File: config.mk
export PLATFORM = sky130hd
export DESIGN_NAME = brightness_ramp_hysteresis
export DESIGN_NICKNAME = d
export VERILOG_FILES = /design/src/design/brh_pkg.sv /design/src/design/brh_cfg.sv /design/src/design/brh_core.sv /design/src/design/brightness_ramp_hysteresis.sv
export SDC_FILE = /design/constraint.sdc
export NUM_CORES = 1
export LEC_CHECK = 0
export BUFFER_PORTS_ARGS = -buffer_cell sky130_fd_sc_hd__clkbuf_2
export CAP_MARGIN = 20
export CELL_PAD_IN_SITES_DETAIL_PLACEMENT = 1
export CELL_PAD_IN_SITES_GLOBAL_PLACEMENT = 1
export CORE_ASPECT_RATIO = 1.2
export CORE_MARGIN = 4
export CORE_UTILIZATION = 52
export DETAILED_ROUTE_END_ITERATION = 12
export GPL_TIMING_DRIVEN = 0
export PLACE_DENSITY = 0.91
export SLEW_MARGIN = 20
export SYNTH_ARGS = -nofsm -noshare
export SYNTH_HDL_FRONTEND = slang
export SYNTH_HIERARCHICAL = 1
export SYNTH_SLANG_ARGS = --single-unit
export TNS_END_PERCENT = 10
File: constraint.sdc
create_clock -name clk -period 29.6 [get_ports clk]
set_input_delay 0 -clock clk [delete_from_list [all_inputs] [get_ports clk]]
set_output_delay 0 -clock clk [all_outputs]
set_load 0.02 [all_outputs]
File: src/design/brh_pkg.sv
// Shared types and constants for the brightness ramp controller.
// No dependencies; imported by every module of the block.
package brh_pkg;

    typedef logic [7:0] level_t;

    // Item operation codes
    typedef enum logic [1:0] {
        OP_TICK     = 2'd0,
        OP_SET_HYST = 2'd1,
        OP_SET_CONF = 2'd2,
        OP_INCR     = 2'd3
    } brh_op_t;

    // Configuration register indexes
    typedef enum logic [1:0] {
        CFG_MAX_LEVEL     = 2'd0,
        CFG_MIN_LEVEL     = 2'd1,
        CFG_RAMP_PERIOD   = 2'd2,
        CFG_DEFAULT_LEVEL = 2'd3
    } brh_cfg_idx_t;

    localparam int CFG_IDX_W = 2;

    // Reset values of the configuration registers
    localparam level_t MAX_LEVEL_RST     = 8'd255;
    localparam level_t MIN_LEVEL_RST     = 8'd10;
    localparam level_t RAMP_PERIOD_RST   = 8'd10;
    localparam level_t DEFAULT_LEVEL_RST = 8'd128;

    typedef struct packed {
        logic [1:0]        opcode;
        level_t            level_value;
        level_t            hysteresis;
        logic signed [7:0] step_amount;
    } brh_in_t;

    typedef struct packed {
        level_t pwm_level;
        logic   pwm_enabled;
        level_t target_level;
        level_t configured_level;
    } brh_out_t;

    // Live configuration seen by the update logic
    typedef struct packed {
        level_t max_level;
        level_t min_level;
        level_t ramp_period;
    } brh_cfg_t;

    typedef struct packed {
        level_t target;
        level_t configured;
        level_t applied;
        logic   running;
        level_t prescale;
    } brh_state_t;

endpackage

File: src/design/brh_cfg.sv
// Configuration register file for the brightness ramp controller.
// Depends on brh_pkg.
module brh_cfg
    import brh_pkg::*;
(
    input  logic                 clk,
    input  logic                 rst_n,
    input  logic                 wr_en,
    input  logic [CFG_IDX_W-1:0] wr_index,
    input  level_t               wr_data,
    output brh_cfg_t             cfg
);

    brh_cfg_t cfg_reg;

    // Write one register per transfer
    always_ff @(posedge clk or negedge rst_n)
    begin
        if (!rst_n)
        begin
            cfg_reg.max_level   <= MAX_LEVEL_RST;
            cfg_reg.min_level   <= MIN_LEVEL_RST;
            cfg_reg.ramp_period <= RAMP_PERIOD_RST;
        end
        else if (wr_en)
        begin
            case (brh_cfg_idx_t'(wr_index))
                CFG_MAX_LEVEL:     cfg_reg.max_level   <= wr_data;
                CFG_MIN_LEVEL:     cfg_reg.min_level   <= wr_data;
                CFG_RAMP_PERIOD:   cfg_reg.ramp_period <= wr_data;
                // Default level only seeds the configured level at reset,
                // and that seed is the reset constant, so drop the write.
                CFG_DEFAULT_LEVEL: ;
                default:           ;
            endcase
        end
    end

    assign cfg = cfg_reg;

endmodule

File: src/design/brh_core.sv
// Brightness state registers and the single-pass update for one item.
// Depends on brh_pkg.
module brh_core
    import brh_pkg::*;
(
    input  logic     clk,
    input  logic     rst_n,
    input  logic     advance,
    input  brh_in_t  item,
    input  brh_cfg_t cfg,
    output brh_out_t result
);

    brh_state_t        state_reg;
    brh_state_t        state_next;
    level_t            pre_inc;
    level_t            applied_dec;
    level_t            set_level;
    logic signed [9:0] step_ext;
    logic signed [9:0] incr_sum;

    // Clamp to max, take a drop at once and a rise only above the hysteresis
    function automatic level_t take_level(level_t value, level_t hyst,
                                          level_t cur, level_t max_lvl);
        level_t want;
        level_t rise;
        want = (value < max_lvl) ? value : max_lvl;
        rise = want - cur;
        if (want < cur)
            return want;
        else if ((want > cur) && (rise > hyst))
            return want;
        else
            return cur;
    endfunction

    assign pre_inc     = state_reg.prescale + 8'd1;
    assign applied_dec = state_reg.applied - 8'd1;
    assign step_ext    = {{2{item.step_amount[7]}}, item.step_amount};

    // Add the signed step, clamp to min first and then to max
    always_comb
    begin
        incr_sum = $signed({2'b00, state_reg.target}) + step_ext;
        if (incr_sum < $signed({2'b00, cfg.min_level}))
            incr_sum = $signed({2'b00, cfg.min_level});
        if (incr_sum > $signed({2'b00, cfg.max_level}))
            incr_sum = $signed({2'b00, cfg.max_level});
    end

    // Level handed to the configured-set path
    assign set_level = (brh_op_t'(item.opcode) == OP_INCR) ? incr_sum[7:0]
                                                            : item.level_value;

    // Next state for the item in the input register
    always_comb
    begin
        state_next = state_reg;
        case (brh_op_t'(item.opcode))
            OP_TICK:
            begin
                if ((state_reg.target != state_reg.applied) &&
                    (state_reg.target <= cfg.max_level))
                begin
                    if (pre_inc == cfg.ramp_period)
                    begin
                        if (state_reg.target > state_reg.applied)
                        begin
                            // first up-step from zero only starts the PWM
                            if ((state_reg.applied == 8'd0) && !state_reg.running)
                                state_next.running = 1'b1;
                            else
                                state_next.applied = state_reg.applied + 8'd1;
                        end
                        else if (state_reg.applied != 8'd0)
                        begin
                            state_next.applied = applied_dec;
                            if (applied_dec == 8'd0)
                                state_next.running = 1'b0;
                        end
                        state_next.prescale = 8'd0;
                    end
                    else
                    begin
                        state_next.prescale = pre_inc;
                    end
                end
                else
                begin
                    state_next.prescale = 8'd0;
                end
            end
            OP_SET_HYST:
            begin
                state_next.target = take_level(item.level_value, item.hysteresis,
                                               state_reg.target, cfg.max_level);
            end
            OP_SET_CONF, OP_INCR:
            begin
                state_next.target     = take_level(set_level, 8'd0,
                                                   state_reg.target, cfg.max_level);
                state_next.configured = state_next.target;
            end
            default: ;
        endcase
    end

    // Hold state; advance it when the item moves to the result register
    always_ff @(posedge clk or negedge rst_n)
    begin
        if (!rst_n)
        begin
            state_reg.target     <= MIN_LEVEL_RST;
            state_reg.configured <= DEFAULT_LEVEL_RST;
            state_reg.applied    <= 8'd0;
            state_reg.running    <= 1'b0;
            state_reg.prescale   <= 8'd0;
        end
        else if (advance)
        begin
            state_reg <= state_next;
        end
    end

    assign result.pwm_level        = state_next.applied;
    assign result.pwm_enabled      = state_next.running;
    assign result.target_level     = state_next.target;
    assign result.configured_level = state_next.configured;

endmodule

File: src/design/brightness_ramp_hysteresis.sv
// Top level of the display brightness ramp controller.
// Depends on brh_pkg, brh_cfg and brh_core.
//
// Takes one item per clock while in_stall is low and returns one result per
// item. An accepted item sits in the input register while the update logic
// computes the new brightness state; the result then lands in the output
// register and is offered from there. The output register is the only point
// of backpressure: in_stall rises only while both registers are full and the
// result is stalled. Configuration writes are always ready and take effect for
// every item that advances after the write; target and configured level start
// from their reset constants.
module brightness_ramp_hysteresis
    import brh_pkg::*;
(
    input  logic                 clk,
    input  logic                 rst_n,
    input  logic                 in_valid,
    output logic                 in_stall,
    input  brh_in_t              in_data,
    output logic                 out_valid,
    input  logic                 out_stall,
    output brh_out_t             out_data,
    input  logic                 cfg_valid,
    output logic                 cfg_ready,
    input  logic [CFG_IDX_W-1:0] cfg_index,
    input  level_t               cfg_data
);

    logic     stage_valid_reg;
    brh_in_t  stage_item_reg;
    logic     out_valid_reg;
    brh_out_t out_data_reg;
    logic     out_free;
    logic     advance;
    logic     in_xfer;
    brh_cfg_t cfg;
    brh_out_t result;

    assign cfg_ready = 1'b1;

    brh_cfg u_brh_cfg (
        .clk      (clk),
        .rst_n    (rst_n),
        .wr_en    (cfg_valid),
        .wr_index (cfg_index),
        .wr_data  (cfg_data),
        .cfg      (cfg)
    );

    brh_core u_brh_core (
        .clk     (clk),
        .rst_n   (rst_n),
        .advance (advance),
        .item    (stage_item_reg),
        .cfg     (cfg),
        .result  (result)
    );

    // Handshake: advance when the output register is empty or draining
    assign out_free = !out_valid_reg || !out_stall;
    assign advance  = stage_valid_reg && out_free;
    assign in_stall = stage_valid_reg && !out_free;
    assign in_xfer  = in_valid && !in_stall;

    // Valid flags of the input and output registers
    always_ff @(posedge clk or negedge rst_n)
    begin
        if (!rst_n)
        begin
            stage_valid_reg <= 1'b0;
            out_valid_reg   <= 1'b0;
        end
        else
        begin
            if (in_xfer)
                stage_valid_reg <= 1'b1;
            else if (advance)
                stage_valid_reg <= 1'b0;

            if (advance)
                out_valid_reg <= 1'b1;
            else if (!out_stall)
                out_valid_reg <= 1'b0;
        end
    end

    // Payload registers load on transfer or advance
    always_ff @(posedge clk)
    begin
        if (in_xfer)
            stage_item_reg <= in_data;
        if (advance)
            out_data_reg <= result;
    end

    assign out_valid = out_valid_reg;
    assign out_data  = out_data_reg;

endmodule

## Yosys cells after proc, flatten, opt, wreduce, memory -nomap -nowiden

Index checks and enable logic that the tools add are counted.

| word-level totals | value |
|---|---|
| register bits | 110 |
| bits of input ports | 41 |
| output and inout port bits | 28 |
| logic and storage cells | 93 |

| operators by class | value |
|---|---|
| add/subtract/negate cells | 6 |
| magnitude comparators | 12 |
| equality and inequality tests | 8 |
| multiplexer cells | 25 |
| reductions and logical operators | 24 |

Operators with widths:

| operator | number |
|---|---|
| $mux W8 | 12 |
| $mux W9 | 4 |
| $gt A8 B8 Y1 | 4 |
| $lt A8 B8 Y1 | 4 |
| $mux W17 | 1 |
| $add A8 B1 Y8 const B | 2 |
| $logic_not A8 Y1 | 2 |
| $pmux W8 S2 | 1 |
| $sub A8 B8 Y8 | 2 |
| $add A9 B8 Y10 | 1 |
| $gt A10 B9 Y1 | 1 |
| $lt A10 B9 Y1 | 1 |
| $mux W10 | 1 |
| $eq A8 B8 Y1 | 1 |
| $gt A8 B1 Y1 const B | 1 |
| $le A8 B8 Y1 | 1 |
| $ne A8 B8 Y1 | 1 |
| $reduce_and A2 Y1 | 4 |
| $reduce_bool A8 Y1 | 1 |
| $sub A8 B1 Y8 const B | 1 |
| $logic_and A1 B1 Y1 | 7 |
| $eq A2 B2 Y1 const B | 3 |
| $mux W1 | 6 |
| $logic_not A1 Y1 | 5 |
| 6 further kinds | 8 |

## Logic depth before layout (Yosys ltp)

Gate-level depths: netlist of the first run.

| logic depth | value |
|---|---|
| word-level depth | 14 |
| gate-level depth with buffers | 42 |
| mapped depth without buffers | 39 |

## Hierarchy

The synthesis of the first run kept the hierarchy.

Modules (own cells, without submodules):

| module | instances | cells an instance | area an instance (µm²) | seq. area each (µm²) |
|---|---|---|---|---|
| brh_core | 1 | 713 | 5,571.6 | 829.5 |
| brightness_ramp_hysteresis | 1 | 61 | 1,635.3 | 1,581.5 |
| brh_cfg | 1 | 51 | 927.1 | 615.6 |

## Worst setup path before layout of the first run

No wires, ideal clock.

| timing | value |
|---|---|
| kind | register to register |
| from | register u_brh_core/state_reg[26] in the netlist's numbering |
| to | register out_data_reg, in the netlist out_data[2] (data pin) |
| library setup time | 260 ps |
| data arrival time | 9,071 ps |
| data required time | 29,340 ps |
| setup slack | 20,269 ps |
| cell stages (with the launch flop) | 40 |
| buffers on the path | 1 |
| period minus slack after synthesis | 9,331 ps |
| cells stage by stage | dfstp_2 -> ha_1 -> a211o_1 -> a2111oi_2 -> nor3_1 -> nor2_1 -> xnor2_1 -> ha_1 -> o21ai_0 -> a21oi_1 -> nor4_1 -> ha_1 -> clkbuf_1 -> or3b_2 -> a211oi_1 -> a211o_1 -> ha_1 -> and4_1 -> (+4 left out) -> o21ai_0 -> ha_1 -> a211oi_1 -> nand4_1 -> nor2_1 -> nand4_4 -> a22oi_1 -> o22ai_1 -> ha_1 -> fa_1 -> xor2_1 -> nand3_1 -> or3b_1 -> nor4b_1 -> nand4b_1 -> nand2_2 -> mux2_2 -> mux2_2 |

RTL lines:

| what | RTL line | text |
|---|---|---|
| start, declared | brh_core.sv:14 | `brh_state_t state_reg;` |
| start signal, assigned | brh_core.sv:121 | `state_reg <= state_next;` |
| end signal, assigned | brightness_ramp_hysteresis.sv:93 | `out_data_reg <= result;` |
| end, declared | brightness_ramp_hysteresis.sv:32 | `brh_out_t out_data_reg;` |

==> impl_metrics.tcl, run 1 <==
set metrics [dict create \
    grt_pass1_vias 7860 \
    crit_fanout 12 \
    cp_top_family "simple AND/OR/NAND/NOR gates" \
    synth_flop_cell "edfxtp_1" \
    grt_max_degree 36 \
    fin_crit_ns 12.05 \
    reg2reg_slack_ns 17.55 \
    cts_num_sinks 110 \
    power.density_nw_per_um2 118 \
    h-tree-depth 3 \
    critPathLaunchType "flop" \
    cp_num_buf_inv 3 \
    route.vias.total 7524 \
    place_congestion 0.945 \
    seq_area_frac_synth_pct 37.2 \
    initial_core_util_pct 53.7 \
    synth_cell_types 81 \
    routed_wl_mm 27.7 \
    place_ws_ns 18.36 \
    fmax_mhz 83.0 \
    hold_class "input pin to flop" \
    min_from "cfg_index[0]" \
    synthCells 825 \
    skew_ns 0.0104 \
    whs_path_depth 3 \
    synth_fp_nets 952 \
    die-area_um2 17700 \
    leakage_nw 4.06 \
    cts_made_buffers 9 \
    clk_pin_slew_ns 0.08 \
    antenna_found_initial 0 \
    nNetsFinal 1070 \
    hold_viol_final 0 \
    fp-row-count 49 \
    yosys_warnings 6 \
    grt_pass1_wl_mm 43.5 \
    avgSynthCellArea_um2 9.86 \
    regToRegStartpoint "u_brh_core/state_reg[26]$_DFFE_PN1P_" \
    max_stage_delay_ns 0.81 \
    nFillCells 1713 \
    worst_slack_ns 17.55 \
    worstSetupEndpointType "flop" \
    largest_reg_flops 33 \
    area_growth_syn_to_layout_pct 16.2 \
    diodes 0 \
    design.core.area_um2 15100 \
    grt_use_total_pct 31.5 \
    peakVddDrop_v 0.0000822 \
    cp.arrival_ns 12.16 \
    ys_ff_latch 110 \
    multi_input_area_um2 4780 \
    drcViolationCount 0 \
    crit_type "flop to flop" \
    wl_per_cell_um 24.1 \
    synth_area_um2 8130 \
    post_cts_resized 0 \
    drt-pass1-iter-count 5 \
    finalCritPeriodShare_pct 40.7 \
    synth.area.top_cells "edfxtp_1 (19%), dfrtp_1 (14%), ha_1 (13%)" \
    postCtsSetupBuffers 0 \
    hold_end "u_brh_cfg/cfg[16]$_DFFE_PN1P_" \
    cts_tree "yes" \
    die_w_um 122 \
    num_io_pins 69 \
    cts_root_buffer "clkbuf_16" \
    drive_gt1_share_pct 18.7 \
    timing.setup.tns_ns 0 \
    die_h_um 145 \
    setup_viol_count_final 0 \
    async_flop_share_pct 53.6 \
    worstSkewPairLatency_ns 0.37 \
    cap_violations 0 \
    yosysTopAreaCell "edfxtp_1" \
    seq_area_um2 3030 \
    cts_buffer_depth 2 \
    slowest_stage "dfstp_2" \
    drt-initial-drc-count 761 \
    cpMostUsedCell "ha_1" \
    via_per_inst 6.53 \
    gr-total-overflow 0 \
    dpl.hpwl_mm 18.5 \
    rr_worst_depth 41 \
    cts.hold.buffers_added 38 \
    outcome "finished, final reports clean" \
    tightest_slew_ns 0.826 \
    relSlewSlack_pct 44.7 \
    ant_nets 0 \
    synth_edf_count 51 \
    critical_path_required_ns 29.71 \
    report.final.slew_viol_count 0 \
    rsz0062_at_grt "no" \
    synth_top_area_share_pct 18.8 \
    numPortBuffers 67 \
    r2r_end "out_data[2]$_DFFE_PP_" \
]
[per-stage QoR]
stage | area [µm²] | instances | power (mW) | hold WS, ns | utilization [%]
2_1_floorplan | 8130 | 825 | 0.732 | -0.296 | -
3_3_place_gp | 8720 | 1096 | 0.887 | 0.177 | 57.6
3_5_place_dp | 8790 | 1098 | 0.926 | -0.0169 | 58.0
4_1_cts | 9450 | 1152 | 1.06 | 0.0961 | 62.4
5_1_grt | 9450 | 1152 | 1.18 | 0.116 | 62.4
6_report | 9450 | 1152 | 1.12 | 0.116 | 62.4
[cells in the final DEF, fill, tap and decap left out, types with 7 or more instances in the layout]
cell and n:
nand3_1 19, a21oi_1 47, a21o_1 13, a211oi_1 11, clkbuf_2 66, dlygate4sd3_1 38, nor4_1 7, o21ai_0 49
nand2_1 47, a31oi_1 14, inv_1 59, nand4_1 14, nor2_1 43, o22ai_1 12, mux2_2 35, mux2i_1 16
dfrtp_1 44, a221oi_1 7, o21a_1 8, clkbuf_1 16, nor3_1 24, edfxtp_1 51, xnor2_1 23, clkbuf_16 9
xor2_1 11, o31ai_1 14, nand2b_1 15, nor2b_1 11, and3_1 10, dfstp_2 15, ha_1 83
[tightest hold or removal path: stages]
cell      delay, ns
clkbuf_2       0.14
nor3b_4        0.09
mux2_2         0.23
[where the power goes]
| part | internal, mW | total [mW] | switching, mW |
|---|---|---|---|
| Combinational | 0.287 | 0.749 | 0.462 |
| Clock | 0.0606 | 0.123 | 0.0626 |
| Sequential | 0.201 | 0.243 | 0.0423 |
| Total | 0.549 | 1.12 | 0.567 |
[routing by layer]
| metal | GRT usage, % | vias to the layer above | part of all wire, % |
|---|---|---|---|
| met5 | 0 | - | 0 |
| met4 | 16.6 | 0 | 5.5 |
| met3 | 4.94 | 131 | 6.7 |
| met2 | 53.8 | 396 | 50 |
| met1 | 37.9 | 3676 | 38 |
| li1 | - | 3321 | - |
[synthesized netlist by cell type (12+ instances only)]
| cell type | count |
|---|---|
| nand4_1 | 14 |
| clkbuf_1 | 15 |
| ha_1 | 83 |
| a21oi_1 | 47 |
| mux2i_1 | 16 |
| o31ai_1 | 14 |
| xnor2_1 | 23 |
| a21o_1 | 13 |
| o21ai_0 | 49 |
| nand2b_1 | 15 |
| dfstp_2 | 15 |
| nor3_1 | 24 |
| edfxtp_1 | 51 |
| mux2_2 | 35 |
| a31oi_1 | 14 |
| nand2_1 | 47 |
| inv_1 | 59 |
| dfrtp_1 | 44 |
| nand3_1 | 19 |
| o22ai_1 | 12 |
| nor2_1 | 43 |
[layout make-up]
class | count | area share [%]
plain buffers | 25 | 1.23
clock buffers | 11 | 2.57
clock inverters | 5 | 0.424
inverters | 60 | 2.38
multi-input cells | 630 | 50.6
flip-flops and latches | 110 | 32.0
well taps | 204 | 2.70
repair buffers | 107 | 8.10
[worst max path at each step]
stage,startpoint,endpoint,slack [ns],depth (start not counted)
2_1_floorplan,u_brh_core/state_reg[26]$_DFFE_PN1P_,out_data[2]$_DFFE_PP_,20.27,39
3_3_place_gp,u_brh_core/state_reg[26]$_DFFE_PN1P_,out_data[2]$_DFFE_PP_,18.66,41
3_5_place_dp,u_brh_core/state_reg[26]$_DFFE_PN1P_,out_data[2]$_DFFE_PP_,18.36,41
4_1_cts,u_brh_core/state_reg[26]$_DFFE_PN1P_,out_data[2]$_DFFE_PP_,18.27,41
5_1_grt,u_brh_core/state_reg[26]$_DFFE_PN1P_,out_data[2]$_DFFE_PP_,17.11,41
6_report,u_brh_core/state_reg[26]$_DFFE_PN1P_,out_data[2]$_DFFE_PP_,17.55,41
[logic make-up (layout without fill, tap and decap cells)]
group / Yosys count / in the layout / share of synthesized area, %
and+or+nand+nor: 230 / 230 / 15.6
DFF: 110 / 110 / 37.2
other: 1 / 1 / 0.0461
AOI/OAI and AO/OA: 227 / 227 / 18.8
buffers and inverters: 85 / 208 / 4.20
xor gates and xnor gates: 34 / 34 / 3.66
muxes: 52 / 52 / 7.00
adders and majority gates: 86 / 86 / 13.5
Power figures use the tool's default switching activity.
==> run 2, diff against run 1 <==
- CORE_UTILIZATION: 52 -> 48
- PLACE_DENSITY: 0.91 -> 0.85
- clock period: 29.6 -> 11.23 ns (I/O delays scaled with it)
==> run 2 against run 1 <==
Against the previous run: design area is 0.87% higher; register-to-register slack worse by 17 ns; critical path type unchanged; clock power grew to 2.7 times the previous value; largest cell class unchanged; clock-buffer cell count is 2 lower; first-iteration DRC count is 19% lower.
==> impl_metrics.tcl, run 2 (synthesis gave the netlist of run 1 again) <==
set metrics [dict create \
    crit_fanout 12 \
    diodes 0 \
    fin_cells 1159 \
    leakage_nw 4.08 \
    crit_start "u_brh_core/state_reg[26]$_DFFE_PN1P_" \
    initial_core_util_pct 49.4 \
    routed_wl_mm 26.0 \
    cts_tree "yes" \
    final_common_cell "ha_1" \
    setup_viol_count_final 0 \
    report.final.slew_viol_count 0 \
    hold_viol_final 0 \
    gr-total-overflow 0 \
    wl_per_cell_um 22.4 \
    die-area_um2 19100 \
    critPathLaunchType "flop" \
    drive_gt1_share_pct 19.2 \
    drcViolationCount 0 \
    peakVddDrop_v 0.000158 \
    ant_nets 0 \
    numPortBuffers 67 \
    place_inst 1106 \
    worstSkewPairLatency_ns 0.37 \
    hold_slack_ns 0.112 \
    grt_max_degree 36 \
    finalCritPeriodShare_pct 96.2 \
    area_growth_syn_to_layout_pct 17.2 \
    worstSetupEndpointType "flop" \
    cts_root_buffer "clkbuf_16" \
    cpMostUsedCell "ha_1" \
    finalCoreUtilization_pct 57.9 \
    place_congestion 0.972 \
    die_h_um 151 \
    fin_crit_ns 10.80 \
    postCtsSetupBuffers 0 \
    max_stage_delay_ns 0.77 \
    die_w_um 127 \
    r2r_end "out_data[2]$_DFFE_PP_" \
    dr.max_layer_used "met4" \
    largest_reg_flops 33 \
    critical_path_required_ns 11.36 \
    h-tree-depth 3 \
    relSlewSlack_pct 46.0 \
    via_per_inst 6.23 \
    cap_violations 0 \
    cts_made_buffers 9 \
    place_ws_ns 0.183 \
    nNetsFinal 1069 \
    drt-initial-drc-count 618 \
    cts_num_sinks 110 \
    fp-row-count 51 \
    tightest_slew_ns 0.807 \
    grt_use_total_pct 27.6 \
    dr_wl_met2_mm 13.4 \
    slowest_stage "dfstp_4" \
    antenna_found_initial 0 \
    hold_class "input pin to flop" \
    crit_type "flop to flop" \
    cp.arrival_ns 10.93 \
    skew_ns 0.0115 \
    power.density_nw_per_um2 305 \
    route.vias.total 7221 \
    reg2reg_slack_ns 0.43 \
    design.core.area_um2 16500 \
    drt-pass1-iter-count 5 \
    clk_pin_slew_ns 0.09 \
    fmax_mhz 92.6 \
    wl_met1_mm 10.3 \
    cts_buffer_depth 2 \
    wl_met3_mm 1.28 \
    mostFrequentLayoutCells "ha_1 (82), clkbuf_2 (66), inv_1 (59), edfxtp_1 (51), o21ai_0 (49)" \
    outcome "finished, final reports clean" \
    rr_worst_depth 38 \
    dpl.hpwl_mm 18.3 \
    worst_slack_ns 0.427 \
    timing.setup.tns_ns 0 \
    regToRegStartpoint "u_brh_core/state_reg[26]$_DFFE_PN1P_" \
    grt_pass1_vias 7644 \
    crit_end "out_data[2]$_DFFE_PP_" \
    grt_pass1_wl_mm 41.5 \
    num_io_pins 69 \
]
run 2: cell types whose count changed in the layout (fill, tap and decap cells not counted), sizes merged:
cell,previous run,this run
clkbuf,93,90
clkinv,3,4
inv,62,63
run 2: timing repair:
item,in CTS,in global routing
setup endpoints to repair,1,32
hold buffers,38,0
endpoints found under the hold margin,99,0
pin swaps,0,0
resized for setup,1,7
run 2: critical path: cells and delay by family (launching register included):
kind	cells	cell delay (ns)
and+or+nand+nor	14	3.35
AOI/OAI and AO/OA	12	3.02
adders and majority gates	7	2.21
muxes	3	0.89
DFF	1	0.77
xor gates and xnor gates	2	0.31
run 2: layer usage:
| layer | vias to the layer above | track usage, % |
|---|---|---|
| met5 | - | 0 |
| met4 | 0 | 11.9 |
| met1 | 3560 | 32.4 |
| met3 | 81 | 3.97 |
| li1 | 3330 | - |
| met2 | 250 | 50.1 |
run 2: how the worst min path moves through the flow:
stage	startpoint	end	slack, ns	cells past startpoint
floorplan	rst_n	out_valid$_DFFE_PN0P_	-0.30	0
global placement	in_data[9]	stage_item_reg[9]$_DFFE_PP_	0.18	1
detailed placement	rst_n	u_brh_core/state_reg[13]$_DFFE_PN0P_	-0.01	1
CTS	cfg_index[1]	u_brh_cfg/cfg[18]$_DFFE_PN1P_	0.1	3
global route	cfg_index[1]	u_brh_cfg/cfg[18]$_DFFE_PN1P_	0.12	3
finish	cfg_index[1]	u_brh_cfg/cfg[18]$_DFFE_PN1P_	0.11	3
run 2: area by class of cell:
class,count,area [µm²]
Buffer,24,113
Clock buffer,9,225
Clock inverter,7,81.3
Fill cell,1859,6930
Inverter,60,225
Multi-Input combinational cell,630,4830
Sequential cell,110,3030
Tap cell,212,265
Timing Repair Buffer,107,766
run 2: per-stage QoR:
step	power [mW]	instance area [µm²]
floorplan	1.93	8130
global placement	2.35	8730
detailed placement	2.43	8800
CTS	2.81	9490
global route	3.11	9530
finish	2.91	9530
run 2: power by group:
group / switching, mW / total [mW] / internal [mW]
clock: 0.173 / 0.333 / 0.160
sequential: 0.112 / 0.642 / 0.531
combinational: 1.17 / 1.93 / 0.765
==> run 3, diff against run 2 <==
- SYNTH_HIERARCHICAL: 1 -> default
- TNS_END_PERCENT: 10 -> default
- clock period: 11.23 -> 10.9 ns (I/O delays scaled with it)
==> run 3 against run 2 <==
Against the previous run: critical endpoint is now out_data[3]$_DFFE_PP_; hold slack worse by 0.075 ns; via count is 1.9% higher; sequential share of layout area is 0.35 points lower; critical path type unchanged.
==> impl_metrics.tcl, run 3 <==
set metrics [dict create \
    outcome "finished, final reports clean" \
    regToRegStartpoint "u_brh_core.state_reg[26]$_DFFE_PN1P_" \
    clk_pin_slew_ns 0.08 \
    synth_fp_nets 960 \
    grt_max_degree 48 \
    async_flop_share_pct 53.6 \
    dpl.hpwl_mm 19.4 \
    grt_use_met3_pct 3.56 \
    worstSkewPairLatency_ns 0.38 \
    num_io_pins 69 \
    fmax_mhz 96.5 \
    relSlewSlack_pct 40.0 \
    synth.area.top_cells "edfxtp_1 (19%), dfrtp_1 (13%), ha_1 (13%)" \
    ys_ff_latch 110 \
    synth_flop_cell "edfxtp_1" \
    yosysTopAreaCell "edfxtp_1" \
    wl_per_cell_um 22.9 \
    timing.setup.tns_ns 0 \
    synth_top_area_share_pct 18.7 \
    cts_buffer_depth 2 \
    grt_use_total_pct 28.5 \
    synth_edf_count 51 \
    fin_area_um2 9640 \
    reg2reg_slack_ns 0.54 \
    yosys_warnings 0 \
    report.final.slew_viol_count 0 \
    route.vias.total 7360 \
    rr_worst_depth 37 \
    slowest_stage "dfstp_4" \
    final_common_cell "ha_1" \
    gr-total-overflow 0 \
    cts_made_buffers 9 \
    avgSynthCellArea_um2 9.81 \
    grt_pass1_vias 7713 \
    cpMostUsedCell "ha_1" \
    nNetsFinal 1082 \
    cts_tree "yes" \
    via_per_inst 6.25 \
    power_mw 2.96 \
    cts_root_buffer "clkbuf_16" \
    tightest_slew_ns 0.898 \
    synth.most_common_cell "ha_1" \
    cts_num_sinks 110 \
    h-tree-depth 3 \
    critical_path_required_ns 11.00 \
    fp-row-count 52 \
    critPathLaunchType "flop" \
    rsz0062_at_grt "no" \
    drt-pass1-iter-count 5 \
    design.core.area_um2 16800 \
    mostFrequentLayoutCells "ha_1 (82), clkbuf_2 (67), inv_1 (52), edfxtp_1 (51), nand2_1 (50)" \
    seq_area_frac_synth_pct 37.0 \
    fin_crit_ns 10.36 \
    synth_area_um2 8180 \
    worstSetupEndpointType "flop" \
    met2_usage_pct 51.4 \
    gr-max-usage-layer "met2" \
    cp.arrival_ns 10.46 \
    crit_fanout 12 \
    die_w_um 127 \
    hold_class "input pin to async pin" \
    ant_nets 0 \
    largest_reg_flops 33 \
    cp_top_family "compound AO/OA/AOI/OAI gates" \
    grt.met1_usage_pct 34.5 \
    area_growth_syn_to_layout_pct 17.9 \
    drive_gt1_share_pct 18.4 \
    numPortBuffers 67 \
    setup_viol_count_final 0 \
    peakVddDrop_v 0.000121 \
    place_area_um2 8840 \
    initial_core_util_pct 48.7 \
    max_stage_delay_ns 0.74 \
    antenna_found_initial 1 \
    grt_pass1_wl_mm 42.5 \
    crit_type "flop to flop" \
    die-area_um2 19200 \
    place_congestion 0.957 \
    synth_common_cells "ha_1 (83), inv_1 (52), edfxtp_1 (51)" \
    finalCritPeriodShare_pct 95.0 \
    r2r_end "out_data[3]$_DFFE_PP_" \
    cp_num_buf_inv 2 \
    synth_cell_types 74 \
    drt-initial-drc-count 405 \
    drcViolationCount 0 \
    power.density_nw_per_um2 307 \
    hold_viol_final 0 \
    synthCells 833 \
    nFillCells 1879 \
    skew_ns 0.0141 \
    routed_wl_mm 27.0 \
    leakage_nw 4.19 \
    cap_violations 0 \
    die_h_um 151 \
]
[run 3: cell count changes in the layout (fill, tap and decap cells not counted), moves of 7 or more]
cell / previous run / this run
a21o_1: 13 / 22
inv_1: 59 / 52
nand3_1: 19 / 36
nor3_1: 22 / 14
o22ai_1: 12 / 4
[run 3: cells by family (layout without fill, tap and decap cells)]
kind of cell,after synthesis,after routing,synth area share (%)
compound gates,217,217,17.8
xor+xnor,30,30,3.21
fa+ha+maj,86,86,13.4
buf+inv,80,207,3.95
flops,110,110,37.0
mux,59,59,8.03
other cells,1,2,0.0459
simple gates,250,250,16.5
[run 3: per-layer routing]
layer	wire [µm]	vias to the layer above
li1	-	3385
met1	10900	3692
met2	13800	223
met3	1250	60
met4	930	0
met5	0	-
[run 3: final cells by class]
cell class | instances | area, µm² | area share, %
inverter | 52 | 195 | 2.02
tap | 216 | 270 | 2.80
sequential | 110 | 3030 | 31.4
buffer | 27 | 130 | 1.35
multi-input combinational | 643 | 4880 | 50.6
clock inverter | 6 | 76.3 | 0.792
antenna | 1 | 2.50 | 0.0260
timing repair buffer | 112 | 816 | 8.46
clock buffer | 10 | 239 | 2.48
[run 3: repair_timing]
item | 4_1_cts | 5_1_grt
hold endpoints to repair | 99 | 0
resized for setup | 6 | 9
setup buffers | 0 | 3
pin swaps | 0 | 2
setup endpoints to repair | 32 | 32
hold buffers | 40 | 0
[run 3: worst register-to-register path, delay by kind of cell, from the launching register on]
kind            cells  cell delay, ns
compound gates     16            4.07
simple gates        9            2.10
fa+ha+maj           6            1.93
flops               1            0.74
mux                 2            0.53
buf+inv             2            0.40
xor+xnor            2            0.33
[run 3: where the power goes]
group / switching [mW] / internal [mW]
combinational: 1.12 / 0.804
clock: 0.177 / 0.190
sequential: 0.121 / 0.545
[run 3: worst max path at each step]
stage / start / to / slack (ns) / cells past startpoint
after floorplan: u_brh_core.state_reg[26]$_DFFE_PN1P_ / out_data[14]$_DFFE_PP_ / 1.49 / 41
after global placement: u_brh_core.state_reg[26]$_DFFE_PN1P_ / out_data[14]$_DFFE_PP_ / -0.51 / 41
after detailed placement: u_brh_core.state_reg[26]$_DFFE_PN1P_ / out_data[6]$_DFFE_PP_ / -0.80 / 41
after CTS: u_brh_core.state_reg[26]$_DFFE_PN1P_ / out_data[6]$_DFFE_PP_ / 0.12 / 40
after global routing: u_brh_core.state_reg[26]$_DFFE_PN1P_ / out_data[3]$_DFFE_PP_ / 0.07 / 37
final: u_brh_core.state_reg[26]$_DFFE_PN1P_ / out_data[3]$_DFFE_PP_ / 0.54 / 37
[run 3: through the flow]
stage	utilization, %	instances	setup slack [ns]	hold slack, ns
final	57.4	1177	0.541	0.0369
after global routing	57.4	1177	0.0675	0.0541
after detailed placement	52.7	1118	-0.803	-0.0992
after global placement	52.3	1116	-0.510	0.178
after CTS	57.0	1173	0.124	0.0126
after floorplan	-	833	1.49	-0.296
